==> src/rtl/tcr_lane.sv <==
`default_nettype none
module tcr_lane #(
    parameter int SAMPLE_BITS = 24,
    parameter int COEF_BITS   = 16
) (
    input  wire logic                     i_clk,
    input  wire logic                     i_en,
    input  wire logic signed [COEF_BITS-1:0]   i_coef   [3],
    input  wire logic signed [SAMPLE_BITS-1:0] i_sample [3],
    output logic signed [SAMPLE_BITS+1:0]      o_value
);
    localparam int OB = SAMPLE_BITS + 2;
    localparam int PB = COEF_BITS + SAMPLE_BITS;
    localparam int AW = PB + 2;
    localparam logic signed [AW-1:0] OMAX = AW'((64'sd1 <<< (OB-1)) - 64'sd1);

    logic signed [PB-1:0] w_p [3];
    logic signed [AW-1:0] w_acc, w_sh;
    logic signed [OB-1:0] w_sat;
    logic signed [OB-1:0] r_value;

    always_comb begin
        for (int k = 0; k < 3; k++)
            w_p[k] = i_coef[k] * i_sample[k];
        w_acc = AW'(w_p[0]) + AW'(w_p[1]) + AW'(w_p[2]);
        w_sh  = (w_acc + (AW'(1) <<< (COEF_BITS-2))) >>> (COEF_BITS-1);
        if (w_sh > OMAX)
            w_sat = OB'(OMAX);
        else if (w_sh < -OMAX - AW'(1))
            w_sat = OB'(-OMAX - AW'(1));
        else
            w_sat = OB'(w_sh);
    end

    always_ff @(posedge i_clk) begin
        if (i_en)
            r_value <= w_sat;
    end

    assign o_value = r_value;

endmodule
`default_nettype wire

==> config.mk <==
export PLATFORM = sky130hd
export DESIGN_NAME = tcr_lane
export DESIGN_NICKNAME = d
export VERILOG_FILES = /design/src/rtl/tcr_lane.sv
export SDC_FILE = /design/constraint.sdc
export NUM_CORES = 2
export LEC_CHECK = 0
export ABC_AREA = 1
export ABC_CLOCK_PERIOD_IN_PS = 10700
export BUFFER_PORTS_ARGS = -buffer_cell sky130_fd_sc_hd__clkbuf_2
export CELL_PAD_IN_SITES_DETAIL_PLACEMENT = 1
export CELL_PAD_IN_SITES_GLOBAL_PLACEMENT = 2
export CORE_MARGIN = 8
export CORE_UTILIZATION = 41
export CTS_CLUSTER_DIAMETER = 40
export DETAILED_ROUTE_END_ITERATION = 8
export HOLD_SLACK_MARGIN = 0.12
export PLACE_DENSITY_LB_ADDON = 0.15
export SYNTH_ARGS = -nofsm -noshare
export SYNTH_HDL_FRONTEND = slang
export SYNTH_SLANG_ARGS = --single-unit
export TNS_END_PERCENT = 5
==> constraint.sdc <==
create_clock -name i_clk -period 10.7 [get_ports i_clk]
set_clock_uncertainty 0.1 [all_clocks]
set_input_delay 1.07 -clock i_clk [delete_from_list [all_inputs] [get_ports i_clk]]
set_output_delay 1.07 -clock i_clk [all_outputs]
set_load 0.03 [all_outputs]
==> parameters.txt <==
Parameter                              Value

Run status
  Run status ... finished, final reports clean

Timing
  Setup Total Neg Slack ... 0 ns
  Setup violations, final ... 0
  Period minus WS final ... about 9.4 ns
  Share of the clock period used by the worst path after layout ... 88.0%
  Transition time of the tightest slew-check pin ... ~0.98 ns
  Number of max-slew violations in the final report ... 0
  Fmax ... between 100 and 150 MHz
  Setup repair after global routing missed its margin ... no
  Number of endpoints with negative hold slack in the final report ... 0
  Slew headroom ... roughly 34%

Yosys
  Yosys top cell area share ... about three fifths
  Cell types occupying the most area after synthesis ... fa_1 59%, inv_1 16%, nand2_1 11%
  Post-synthesis net count ... ~7000
  Number of distinct library cell variants in the gate-level netlist after synthesis ... 39
  Main synth FF type ... edfxtp_1
  Number of warnings issued by yosys ... 0
  Area leader, netlist ... fa_1
  Sequential fraction of the synthesis area ... under 10%
  Synth Area per Inst ... 8.31 sq um
  Share of flip-flops with an asynchronous set or reset after synthesis ... 0%
  Total of flip-flops plus latches after synthesis ... 26
  Number of instances in the synthesized netlist ... 5352
  Mapped cell area ... approximately 44000 sq um
  Count of flip-flops with a built-in enable after synthesis ... 26

Clock tree
  Maximum clock path buffer count ... 2
  Resize count post-CTS ... 0
  # Post-CTS Setup Buffers ... 0
  Clock buffers created by TritonCTS ... 3
  CTS clk-pin slew, worst paths ... about 0.07 ns
  Max H-tree Level ... 1
  Total of hold buffers inserted after clock tree synthesis ... 0
  TritonCTS clock tree ... built
  CTS sink cnt ... 26
  Clk Tree Root Cell ... clkbuf_16

GRT
  First-pass GRT wire length ... around 230 mm
  Pin count of the biggest net entering global routing ... 27
  Vias in the first global route ... between 30000 and 40000
  Number of antenna violations at the first check in global routing ... 7
  Remaining global-route overflow ... 0
  Global Route Usage Sum ... between 20% and 30%

Layout
  Nets ... 6949
  Most common cell after layout, fill and taps aside ... inv_1
  Post-route non-filler standard cell count ... between 6000 and 7000
  Number of flip-flops in the largest register ... 26
  Ratio of cells with drive above 1 in the final layout ... roughly 4.6%
  Most used cells in the layout excluding fill and tap cells ... 1884 x inv_1, 1358 x nand2_1, 1300 x fa_1, 219 x ha_1, 147 x clkbuf_2
  Area Overhead vs Synth ... 4.24%

Floorplan
  Standard-cell row count ... around 120
  Core footprint ... 108000 sq um
  Width of the chip ... between 300 and 400 microns
  Total Die Area ... 119000 sq um
  Die outline height ... roughly 350 microns
  IO Pins ... 148
  Effective utilization at floorplan ... 41.1%

Detailed routing
  Number of vias in the routed layout ... approximately 32000
  Drt drc ... 0
  Via count normalized by instance count ... about 4.8
  First-pass DRT Iterations ... 5
  Routed Antenna Nets ... 0
  Overall routed net length ... around 150 mm
  DRC marker count from the first detailed-route iteration ... between 1000 and 1500
  Wire length per cell ... 21.6 microns

Critical path
  CP max FO ... 25
  Kind of critical path ... primary input to flop
  Crit. End Element ... flop
  Data required time at the worst endpoint ... about 11 ns
  Crit path DAT ... approximately 9.3 ns
  Startpoint types ... primary input

Worst hold path
  Worst min-delay path class ... primary input to flop

Placed design
  Estimated wirelength of the detail-placed design ... 132 mm
  Final GP Congestion ... ~0.93
  Cell count after placement ... between 6000 and 7000
  Total of buffers placed on input and output ports ... roughly 150

Flow run
  Max-cap violations ... 0
synthesized netlist by cell type (4+ instances only):
cell	n
a21oi_1	27
inv_1	1884
nand4_1	7
fa_1	1300
ha_1	219
nand2_1	1358
xor2_1	10
nand2_2	9
a21o_1	4
xnor2_1	4
nor2_1	134
inv_2	6
clkbuf_1	205
nand3_2	15
o21ai_0	11
or2_2	35
nor2_2	8
nand3_1	38
nor3_1	4
edfxtp_1	26
nand3b_1	12
o21bai_1	10
final cells by class:
class | count | area [sq um]
antenna | 3 | 7.51
sequential | 26 | 781
clock inverter | 1 | 3.75
multi-input combinational | 3224 | 35800
inverter | 1892 | 7100
timing repair buffer | 161 | 841
fill | 13000 | 61900
tap | 1414 | 1770
clock buffer | 3 | 75.1
routing by layer:
layer / wire length, microns / track usage [%] / share of wire, % / vias up
met1: 67700 / 35.3 / 47 / 17300
met2: 69400 / 42.8 / 48 / 521
met4: 3180 / 4.27 / 2.2 / 6
li1: - / - / - / 14300
met5: 34 / 0 / 0.023 / -
met3: 4770 / 1.80 / 3.3 / 114
final timing paths:
path	start	end	slack (ns)	cells after the start
setup / recovery	i_coef[5]	o_value[8]$_SDFFCE_PN1P_	1.28	27
hold / removal	i_en	o_value[1]$_SDFFCE_PN1P_	1.42	1
metrics by stage:
step | util, % | setup WS (ns) | hold slack [ns] | instance area [sq um]
after floorplan | - | 2.12 | 1.08 | 44500
after global placement | 42.7 | 1.09 | 1.47 | 46300
after detailed placement | 42.7 | 0.945 | 1.47 | 46300
after CTS | 42.8 | 1.19 | 1.43 | 46300
after global routing | 42.8 | 0.806 | 1.46 | 46300
final | 42.8 | 1.28 | 1.42 | 46400
critical path, stage by stage:
cell	delay [ns]
clkbuf_2	0.54
nand2_1	0.40
inv_1	0.10
fa_1	0.73
fa_1	0.61
fa_1	0.61
inv_1	0.06
fa_1	0.61
fa_1	0.49
fa_1	0.57
fa_1	0.47
fa_1	0.51
inv_1	0.05
fa_1	0.52
ha_1	0.45
nand2_1	0.08
nor2_1	0.17
nand2_1	0.14
nor2_2	0.15
nor2b_1	0.13
nand2_1	0.09
clkinv_1	0.06
nor2_2	0.05
nand3_2	0.08
nand3_4	0.30
nand3_1	0.17
nand2_1	0.08
logic make-up after synthesis:
kind of cell	synth area share [%]
buf+inv	17.8
simple gates	14.7
fa+ha+maj	64.7
compound gates	0.833
flops	1.76
xor+xnor	0.276
Power is not shown: default switching activity piles up to over one toggle a cycle in this logic, so the estimate is an artifact.
