===== src/rtl/tcr_pkg.sv =====
`default_nettype none
package tcr_pkg;

    localparam int NUM_ANGLES   = 8;
    localparam int CORDIC_STEPS = 16;
    localparam int CW           = 34;

    localparam logic signed [CW-1:0] CORDIC_GAIN = 34'sd652032874;

    localparam logic [31:0] ATAN_TURN [CORDIC_STEPS] = '{
        32'd536870912, 32'd316933406, 32'd167458907, 32'd85004756,
        32'd42667331,  32'd21354465,  32'd10679838,  32'd5340245,
        32'd2670163,   32'd1335087,   32'd667544,    32'd333772,
        32'd166886,    32'd83443,     32'd41722,     32'd20861
    };

    typedef struct packed {
        logic done;
        logic skew;
    } t_bld_stat;

endpackage
`default_nettype wire


===== src/rtl/tcr_cordic.sv =====
`default_nettype none
module tcr_cordic #(
    parameter int ANGLE_BITS = 16,
    parameter int COEF_BITS  = 16
) (
    input  wire logic                        i_clk,
    input  wire logic                        i_rst_n,
    input  wire logic                        i_start,
    input  wire logic [ANGLE_BITS-1:0]       i_angle,
    output logic                             o_done,
    output logic signed [COEF_BITS-1:0]      o_sin,
    output logic signed [COEF_BITS-1:0]      o_cos
);
    localparam int CW = tcr_pkg::CW;
    localparam int QS = ANGLE_BITS - 2;
    localparam int SH = 31 - COEF_BITS;
    localparam logic signed [CW-1:0] CMAX_W = CW'((64'sd1 <<< (COEF_BITS-1)) - 64'sd1);
    localparam logic signed [COEF_BITS-1:0] CMAX = COEF_BITS'(CMAX_W);

    logic                 r_busy;
    logic                 r_done;
    logic [3:0]           r_i;
    logic [1:0]           r_q;
    logic                 r_zero;
    logic signed [CW-1:0] r_x, r_y, r_z;
    logic signed [CW-1:0] w_dx, w_dy, w_at;
    logic signed [COEF_BITS-1:0] w_s0, w_c0;

    function automatic logic signed [COEF_BITS-1:0] rnd(input logic signed [CW-1:0] v);
        logic signed [CW-1:0] t;
        t = (v + (CW'(1) <<< (SH-1))) >>> SH;
        if (t > CMAX_W)
            return CMAX;
        else if (t < -CMAX_W)
            return -CMAX;
        else
            return COEF_BITS'(t);
    endfunction

    assign w_dx = r_y >>> r_i;
    assign w_dy = r_x >>> r_i;
    assign w_at = $signed(CW'(tcr_pkg::ATAN_TURN[r_i]));

    always_ff @(posedge i_clk) begin
        if (!i_rst_n) begin
            r_busy <= 1'b0;
            r_done <= 1'b0;
            r_i    <= '0;
        end else begin
            r_done <= 1'b0;
            if (i_start) begin
                r_busy <= 1'b1;
                r_i    <= '0;
            end else if (r_busy) begin
                r_i <= r_i + 4'd1;
                if (r_i == 4'(tcr_pkg::CORDIC_STEPS - 1)) begin
                    r_busy <= 1'b0;
                    r_done <= 1'b1;
                end
            end
        end
    end

    always_ff @(posedge i_clk) begin
        if (i_start) begin
            r_q    <= i_angle[ANGLE_BITS-1:ANGLE_BITS-2];
            r_zero <= (i_angle[QS-1:0] == '0);
            r_x    <= tcr_pkg::CORDIC_GAIN;
            r_y    <= '0;
            r_z    <= $signed(CW'(i_angle[QS-1:0]) << (32 - ANGLE_BITS));
        end else if (r_busy) begin
            if (!r_z[CW-1]) begin
                r_x <= r_x - w_dx;
                r_y <= r_y + w_dy;
                r_z <= r_z - w_at;
            end else begin
                r_x <= r_x + w_dx;
                r_y <= r_y - w_dy;
                r_z <= r_z + w_at;
            end
        end
    end

    // exact quadrant angle skips the rotation result
    assign w_s0 = r_zero ? '0   : rnd(r_y);
    assign w_c0 = r_zero ? CMAX : rnd(r_x);

    always_comb begin
        unique case (r_q)
            2'd0: begin o_sin = w_s0;  o_cos = w_c0;  end
            2'd1: begin o_sin = w_c0;  o_cos = -w_s0; end
            2'd2: begin o_sin = -w_s0; o_cos = -w_c0; end
            default: begin o_sin = -w_c0; o_cos = w_s0; end
        endcase
    end

    assign o_done = r_done;

endmodule
`default_nettype wire


===== src/rtl/tcr_builder.sv =====
`default_nettype none
module tcr_builder #(
    parameter int ANGLE_BITS = 16,
    parameter int COEF_BITS  = 16
) (
    input  wire logic                   i_clk,
    input  wire logic                   i_rst_n,
    input  wire logic                   i_start,
    input  wire logic [1:0]             i_target,
    input  wire logic [ANGLE_BITS-1:0]  i_angle [tcr_pkg::NUM_ANGLES],
    output tcr_pkg::t_bld_stat          o_stat,
    output logic signed [COEF_BITS-1:0] o_coef [9]
);
    localparam int NA = tcr_pkg::NUM_ANGLES;
    localparam int PW = 2*COEF_BITS + 2;
    localparam int LAST_STEP = 21;
    localparam logic [1:0] TGT_XYZ = 2'd0;
    localparam logic [1:0] TGT_VNE = 2'd1;
    localparam logic [1:0] TGT_VRT = 2'd2;
    localparam logic signed [PW-1:0] CMAX_W = PW'((64'sd1 <<< (COEF_BITS-1)) - 64'sd1);
    localparam logic signed [COEF_BITS-1:0] CMAX = COEF_BITS'(CMAX_W);
    localparam logic signed [PW-1:0] SKEW_TOL = PW'(8) <<< (COEF_BITS-1);

    typedef enum logic [2:0] {
        B_IDLE = 3'b001,
        B_SC   = 3'b010,
        B_MAT  = 3'b100
    } t_bstate;

    t_bstate r_state;
    logic [2:0] r_k;
    logic       r_cstart;
    logic [4:0] r_step;
    logic       r_done;
    logic       r_skew;
    logic signed [COEF_BITS-1:0] r_sn [NA];
    logic signed [COEF_BITS-1:0] r_cs [NA];
    logic signed [COEF_BITS-1:0] r_b0 [3];
    logic signed [COEF_BITS-1:0] r_b1 [3];
    logic signed [COEF_BITS-1:0] r_m  [4];
    logic signed [COEF_BITS-1:0] r_coef [9];

    logic                        w_cdone;
    logic signed [COEF_BITS-1:0] w_csin, w_ccos;
    logic signed [COEF_BITS-1:0] w_bs [3][3];
    logic signed [COEF_BITS-1:0] w_t  [3][3];
    logic signed [COEF_BITS-1:0] w_a  [3];
    logic signed [COEF_BITS-1:0] w_b  [3];
    logic signed [2*COEF_BITS-1:0] w_p [3];
    logic signed [PW-1:0] w_sum, w_abs, w_sh;
    logic signed [COEF_BITS-1:0] w_rnd;

    tcr_cordic #(.ANGLE_BITS(ANGLE_BITS), .COEF_BITS(COEF_BITS)) u_cordic (
        .i_clk   (i_clk),
        .i_rst_n (i_rst_n),
        .i_start (r_cstart),
        .i_angle (i_angle[r_k]),
        .o_done  (w_cdone),
        .o_sin   (w_csin),
        .o_cos   (w_ccos)
    );

    always_comb begin
        for (int i = 0; i < 3; i++) begin
            w_bs[0][i] = r_b0[i];
            w_bs[1][i] = r_b1[i];
            w_bs[2][i] = r_cs[2*i];
        end
    end

    // target matrix, angles 6 and 7 are back azimuth and lqt angle
    always_comb begin
        for (int i = 0; i < 3; i++)
            for (int j = 0; j < 3; j++)
                w_t[i][j] = '0;
        unique case (i_target)
            TGT_XYZ: begin
                for (int i = 0; i < 3; i++) w_t[i][i] = CMAX;
            end
            TGT_VNE: begin
                for (int i = 0; i < 3; i++) w_t[i][2-i] = CMAX;
            end
            TGT_VRT: begin
                w_t[0][2] = CMAX;
                w_t[1][0] = -r_sn[6]; w_t[1][1] = -r_cs[6];
                w_t[2][0] = -r_cs[6]; w_t[2][1] = r_sn[6];
            end
            default: begin
                w_t[0][0] = -r_m[0]; w_t[0][1] = -r_m[1]; w_t[0][2] = r_cs[7];
                w_t[1][0] = -r_m[2]; w_t[1][1] = -r_m[3]; w_t[1][2] = -r_sn[7];
                w_t[2][0] = -r_cs[6]; w_t[2][1] = r_sn[6];
            end
        endcase
    end

    // operand select for the shared three-term dot unit
    always_comb begin
        for (int k = 0; k < 3; k++) begin
            w_a[k] = '0;
            w_b[k] = '0;
        end
        for (int i = 0; i < 3; i++) begin
            if (r_step == 5'(2*i)) begin
                w_a[0] = r_sn[2*i]; w_b[0] = r_sn[2*i+1];
            end
            if (r_step == 5'(2*i+1)) begin
                w_a[0] = r_sn[2*i]; w_b[0] = r_cs[2*i+1];
            end
        end
        if (r_step == 5'd6) begin w_a[0] = r_sn[6]; w_b[0] = r_sn[7]; end
        if (r_step == 5'd7) begin w_a[0] = r_cs[6]; w_b[0] = r_sn[7]; end
        if (r_step == 5'd8) begin w_a[0] = r_sn[6]; w_b[0] = r_cs[7]; end
        if (r_step == 5'd9) begin w_a[0] = r_cs[6]; w_b[0] = r_cs[7]; end
        for (int k = 0; k < 3; k++) begin
            if (r_step == 5'd10) begin w_a[k] = w_bs[0][k]; w_b[k] = w_bs[1][k]; end
            if (r_step == 5'd11) begin w_a[k] = w_bs[1][k]; w_b[k] = w_bs[2][k]; end
            if (r_step == 5'd12) begin w_a[k] = w_bs[0][k]; w_b[k] = w_bs[2][k]; end
        end
        for (int i = 0; i < 3; i++)
            for (int j = 0; j < 3; j++)
                if (r_step == 5'(13 + 3*i + j))
                    for (int k = 0; k < 3; k++) begin
                        w_a[k] = w_t[i][k];
                        w_b[k] = w_bs[k][j];
                    end
    end

    always_comb begin
        for (int k = 0; k < 3; k++)
            w_p[k] = w_a[k] * w_b[k];
        w_sum = PW'(w_p[0]) + PW'(w_p[1]) + PW'(w_p[2]);
        w_abs = w_sum[PW-1] ? -w_sum : w_sum;
        w_sh  = (w_sum + (PW'(1) <<< (COEF_BITS-2))) >>> (COEF_BITS-1);
        if (w_sh > CMAX_W)
            w_rnd = CMAX;
        else if (w_sh < -CMAX_W)
            w_rnd = -CMAX;
        else
            w_rnd = COEF_BITS'(w_sh);
    end

    always_ff @(posedge i_clk) begin
        if (!i_rst_n) begin
            r_state  <= B_IDLE;
            r_k      <= '0;
            r_cstart <= 1'b0;
            r_step   <= '0;
            r_done   <= 1'b0;
            r_skew   <= 1'b0;
        end else begin
            r_done   <= 1'b0;
            r_cstart <= 1'b0;
            unique case (r_state)
                B_IDLE: begin
                    if (i_start) begin
                        r_state  <= B_SC;
                        r_k      <= '0;
                        r_cstart <= 1'b1;
                        r_skew   <= 1'b0;
                    end
                end
                B_SC: begin
                    if (w_cdone) begin
                        if (r_k == 3'(NA - 1)) begin
                            r_state <= B_MAT;
                            r_step  <= '0;
                        end else begin
                            r_k      <= r_k + 3'd1;
                            r_cstart <= 1'b1;
                        end
                    end
                end
                B_MAT: begin
                    if (r_step >= 5'd10 && r_step <= 5'd12 && w_abs >= SKEW_TOL)
                        r_skew <= 1'b1;
                    r_step <= r_step + 5'd1;
                    if (r_step == 5'(LAST_STEP)) begin
                        r_state <= B_IDLE;
                        r_done  <= 1'b1;
                    end
                end
                default: r_state <= B_IDLE;
            endcase
        end
    end

    always_ff @(posedge i_clk) begin
        if (r_state == B_SC && w_cdone) begin
            r_sn[r_k] <= w_csin;
            r_cs[r_k] <= w_ccos;
        end
        if (r_state == B_MAT) begin
            priority if (r_step < 5'd6) begin
                if (r_step[0])
                    r_b1[r_step[2:1]] <= w_rnd;
                else
                    r_b0[r_step[2:1]] <= w_rnd;
            end else if (r_step < 5'd10) begin
                r_m[2'(r_step - 5'd6)] <= w_rnd;
            end else if (r_step >= 5'd13) begin
                r_coef[4'(r_step - 5'd13)] <= w_rnd;
            end
        end
    end

    assign o_stat.done = r_done;
    assign o_stat.skew = r_skew;
    assign o_coef      = r_coef;

endmodule
`default_nettype wire


===== config.mk =====
export PLATFORM = sky130hd
export DESIGN_NAME = tcr_builder
export DESIGN_NICKNAME = d
export VERILOG_FILES = /design/src/rtl/tcr_pkg.sv /design/src/rtl/tcr_cordic.sv /design/src/rtl/tcr_builder.sv
export SDC_FILE = /design/constraint.sdc
export NUM_CORES = 2
export LEC_CHECK = 0
export BUFFER_PORTS_ARGS = -buffer_cell sky130_fd_sc_hd__buf_2
export CORE_MARGIN = 2
export CORE_UTILIZATION = 65
export CTS_CLUSTER_SIZE = 30
export DETAILED_ROUTE_END_ITERATION = 7
export PLACE_DENSITY = 0.92
export SKIP_CTS_REPAIR_TIMING = 1
export SLEW_MARGIN = 20
export SYNTH_ARGS = -nofsm -noshare
export SYNTH_HDL_FRONTEND = slang
export SYNTH_HIERARCHICAL = 1
export SYNTH_SLANG_ARGS = --single-unit

===== constraint.sdc =====
create_clock -name i_clk -period 18 [get_ports i_clk]
set_clock_uncertainty 0.1 [all_clocks]
set_input_delay 0 -clock i_clk [delete_from_list [all_inputs] [get_ports i_clk]]
set_output_delay 0 -clock i_clk [all_outputs]
set_load 0.02 [all_outputs]

==> metrics <==
Clock transition at path regs 70 ps; fmax 62.27 MHz; Worst Path Max Fanout 27; Congestion Overflow GR 0; Leakage 0.03550 uW; NetSw 4475 uW; Port Buffers 278; Worst slew margin 0.1054; Post-Layout Cell Count 10370; clk buf depth 3; Seq pwr share 0.265; Via-to-Cell Ratio 6.904; ys async rst share 0; Die ar. 125000 sq um; Hold Crit Class input pin to register; largest cells by area after synthesis fa_1 24%, edfxtp_1 22%, inv_1 5.7%; Starting Density 0.6533; Switching Share 0.4711; Avg Inst Size Synth 9.316 sq um; Pint 5024 uW; placed instance count 10170; cell accounting for the most synthesized area fa_1; CTS tree built; fin util 0.7077; Synth-to-Final Area Change 8.327%; register-to-register setup slack 1940 ps; setup ws final 1940 ps; Sink Count 685; dpl ws 2639 ps; violated checks design-rule violations; DR DRC count 95; Fillers 8709; largest net degree at the start of global routing 80; FF-to-FF path depth 40; EDFF count, synth 577; Slew @ Worst Pin 1342 ps; unique cell type count in the Yosys netlist 132; Critical-path top delay cell a221oi_1; drt total wl 293700 um; CTS Root Cell clkbuf_16; Fin. Hold Viols 0; outcome finished with violations; crit path launch type register; crit path capture type register; max_cap viols 0; Pre-antenna DRT Iters 8; first-pass GRT wire length 440300 um; total global-route track usage 0.4664; RSZ-0062 raised after global routing no; Core Box Area 121600 sq um; DIE WIDTH 353.5 um; CP dominant cell by count fa_1; number of global-route vias before repair 71800; Hold Path Depth 4; post-synthesis sequential area ratio 0.2454; post-synthesis sequential element count 685; Gate power share 0.560; routed length per instance 28.32 um; Rows 128; reg2reg end r_b1[1][0]; initial antenna violation count 12; initial DRC count 12210; H-tree depth 3; peak supply drop 0.3259 mV; worst-skew pair later-pin latency 740 ps; final net count 10080; PwrDens 110.4 nW/um^2; Antenna Nets Post-Route 0; final setup violation count 0; Top FF cell, synth edfxtp_1; WHS Endpoint u_cordic/r_q[1]; Syn Nets 9926; DP Wirelength 221800 um; Vias 71590; Reg-to-Reg Start r_step[1]; share of layout cells above drive strength 1 0.1057; Worst Path Arrival 16240 ps; WP data required 18180 ps; minimum clock period 16060 ps; Clock Power Share 0.175; critical path class register to register; hold path startpoint i_angle[111]; synthesized cell area 79410 sq um; total negative slack 0 ps; I/O pins 279; Max Slew Vio Count 0; routability cong. 1.137; top cell type's share of synthesized area 0.2360; Cells after Synth 8524; CP peak stage delay 1040 ps; fin crit share 0.8922; Die H 353.5 um; yosys warns 6; CTS Buf Count 76
## cell usage in the layout (no fill, tap or decap), types with 76 or more instances in the layout
cell,synthesis,layout
and2_1,90,89
a22oi_1,115,115
a21oi_1,447,447
a211oi_1,121,120
xor2_1,119,119
edfxtp_1,577,577
clkbuf_16,0,76
xnor2_1,241,241
buf_4,19,211
nand3_1,114,112
nor3_1,156,146
nor2_1,663,642
o21ai_0,334,315
inv_1,1200,1200
buf_2,79,280
mux2i_1,120,120
ha_1,333,331
fa_1,936,936
dfxtp_1,108,101
a221oi_1,95,94
nor2b_1,84,83
nand2_1,910,909
## Yosys cell counts (all sizes together), types with 34 or more instances
library cell and number:
o22ai 63, nand2b 75, buf 146, nand4 57, o21ai 361, mux2 54
clkbuf 329, a31oi 70, dfxtp 108, ha 333, xor2 124, a211oi 124
a22o 35, fa 936, nand3 114, edfxtp 577, a22oi 115, o211ai 57
nor2b 84, or3 37, a21oi 460, o21a 39, mux4 54, nor2 665
nor3 159, mux2i 120, o221ai 53, xnor2 243, a21o 68, nor4 57
nand2 911, inv 1202, a221oi 96, or2 34, and2 90, o31ai 53
and3 49
## flip-flops by register name (all words and copies together) (netlist names), 4 cells and up
signal        flops
o_coef          144
r_step            5
u_cordic/r_x     34
r_b1             48
r_cs            128
r_sn            128
r_b0             48
r_m              64
u_cordic/r_y     34
u_cordic/r_z     34
u_cordic/r_i      4
## stage by stage
stage               total power [uW]  hold WS, ps  instance area [sq um]
global placement                7396        246.7                  82770
finish                          9499        71.04                  86020
detailed placement              7585        241.7                  82790
CTS                             9260       -486.4                  85450
global route                    9860        97.28                  86010
floorplan                       5817       -23.77                  79410
## layer usage
metal | global-route usage | up-vias | share of wire
li1 | - | 29570 | -
met1 | 0.5795 | 34500 | 0.34
met2 | 0.6956 | 6040 | 0.43
met3 | 0.1810 | 1461 | 0.16
met4 | 0.2659 | 20 | 0.076
met5 | 0.01849 | - | 0.0014
## worst max-delay path by stage
stage,start,to,slack (ps),cells past startpoint
floorplan,r_step[3],o_coef[101],5420,46
global placement,r_step[1],r_m[1][0],2950,43
detailed placement,r_step[1],o_coef[32],2640,40
CTS,r_step[1],r_b1[1][0],2500,41
global route,r_step[1],r_b1[1][0],1750,40
finish,r_step[1],r_b1[1][0],1940,40
## critical path: cells and delay by family (launching register included)
kind                       cells  cell delay [ps]
AOI/OAI and AO/OA              7             2930
xor gates and xnor gates       1              380
adders and majority gates     11             5760
buffers and inverters         10             1280
DFF                            1              650
and+or+nand+nor               11             4420
## area by class of cell
cell class | instances | area, sq um | share of cell area
Sequential cell | 685 | 19510 | 0.2267
Tap cell | 1625 | 2033 | 0.02364
Inverter | 1207 | 4531 | 0.05267
Clock buffer | 87 | 1973 | 0.02294
Antenna cell | 9 | 22.52 | 0.0002618
Multi-Input combinational cell | 6157 | 53720 | 0.6244
Clock inverter | 54 | 685.7 | 0.007971
Timing Repair Buffer | 546 | 3558 | 0.04137
## logic make-up (layout without fill, tap and decap cells)
group,Yosys count,after routing,synth area share
DFF,685,685,0.2454
muxes,228,228,0.03942
AOI/OAI and AO/OA,1850,1850,0.1588
buffers and inverters,1682,1894,0.08324
and+or+nand+nor,2443,2443,0.1432
other,0,9,0
xor gates and xnor gates,367,367,0.04142
adders and majority gates,1269,1269,0.2884
## power by group through the flow
stage          combinational [uW]  sequential (uW)  clock, uW
4_1_cts                      5100             2500       1660
5_1_grt                      5620             2520       1720
2_1_floorplan                3420             2400          0
3_3_place_gp                 4870             2520          0
3_5_place_dp                 5060             2530          0
6_report                     5320             2520       1670
Power figures use the tool's default switching activity.
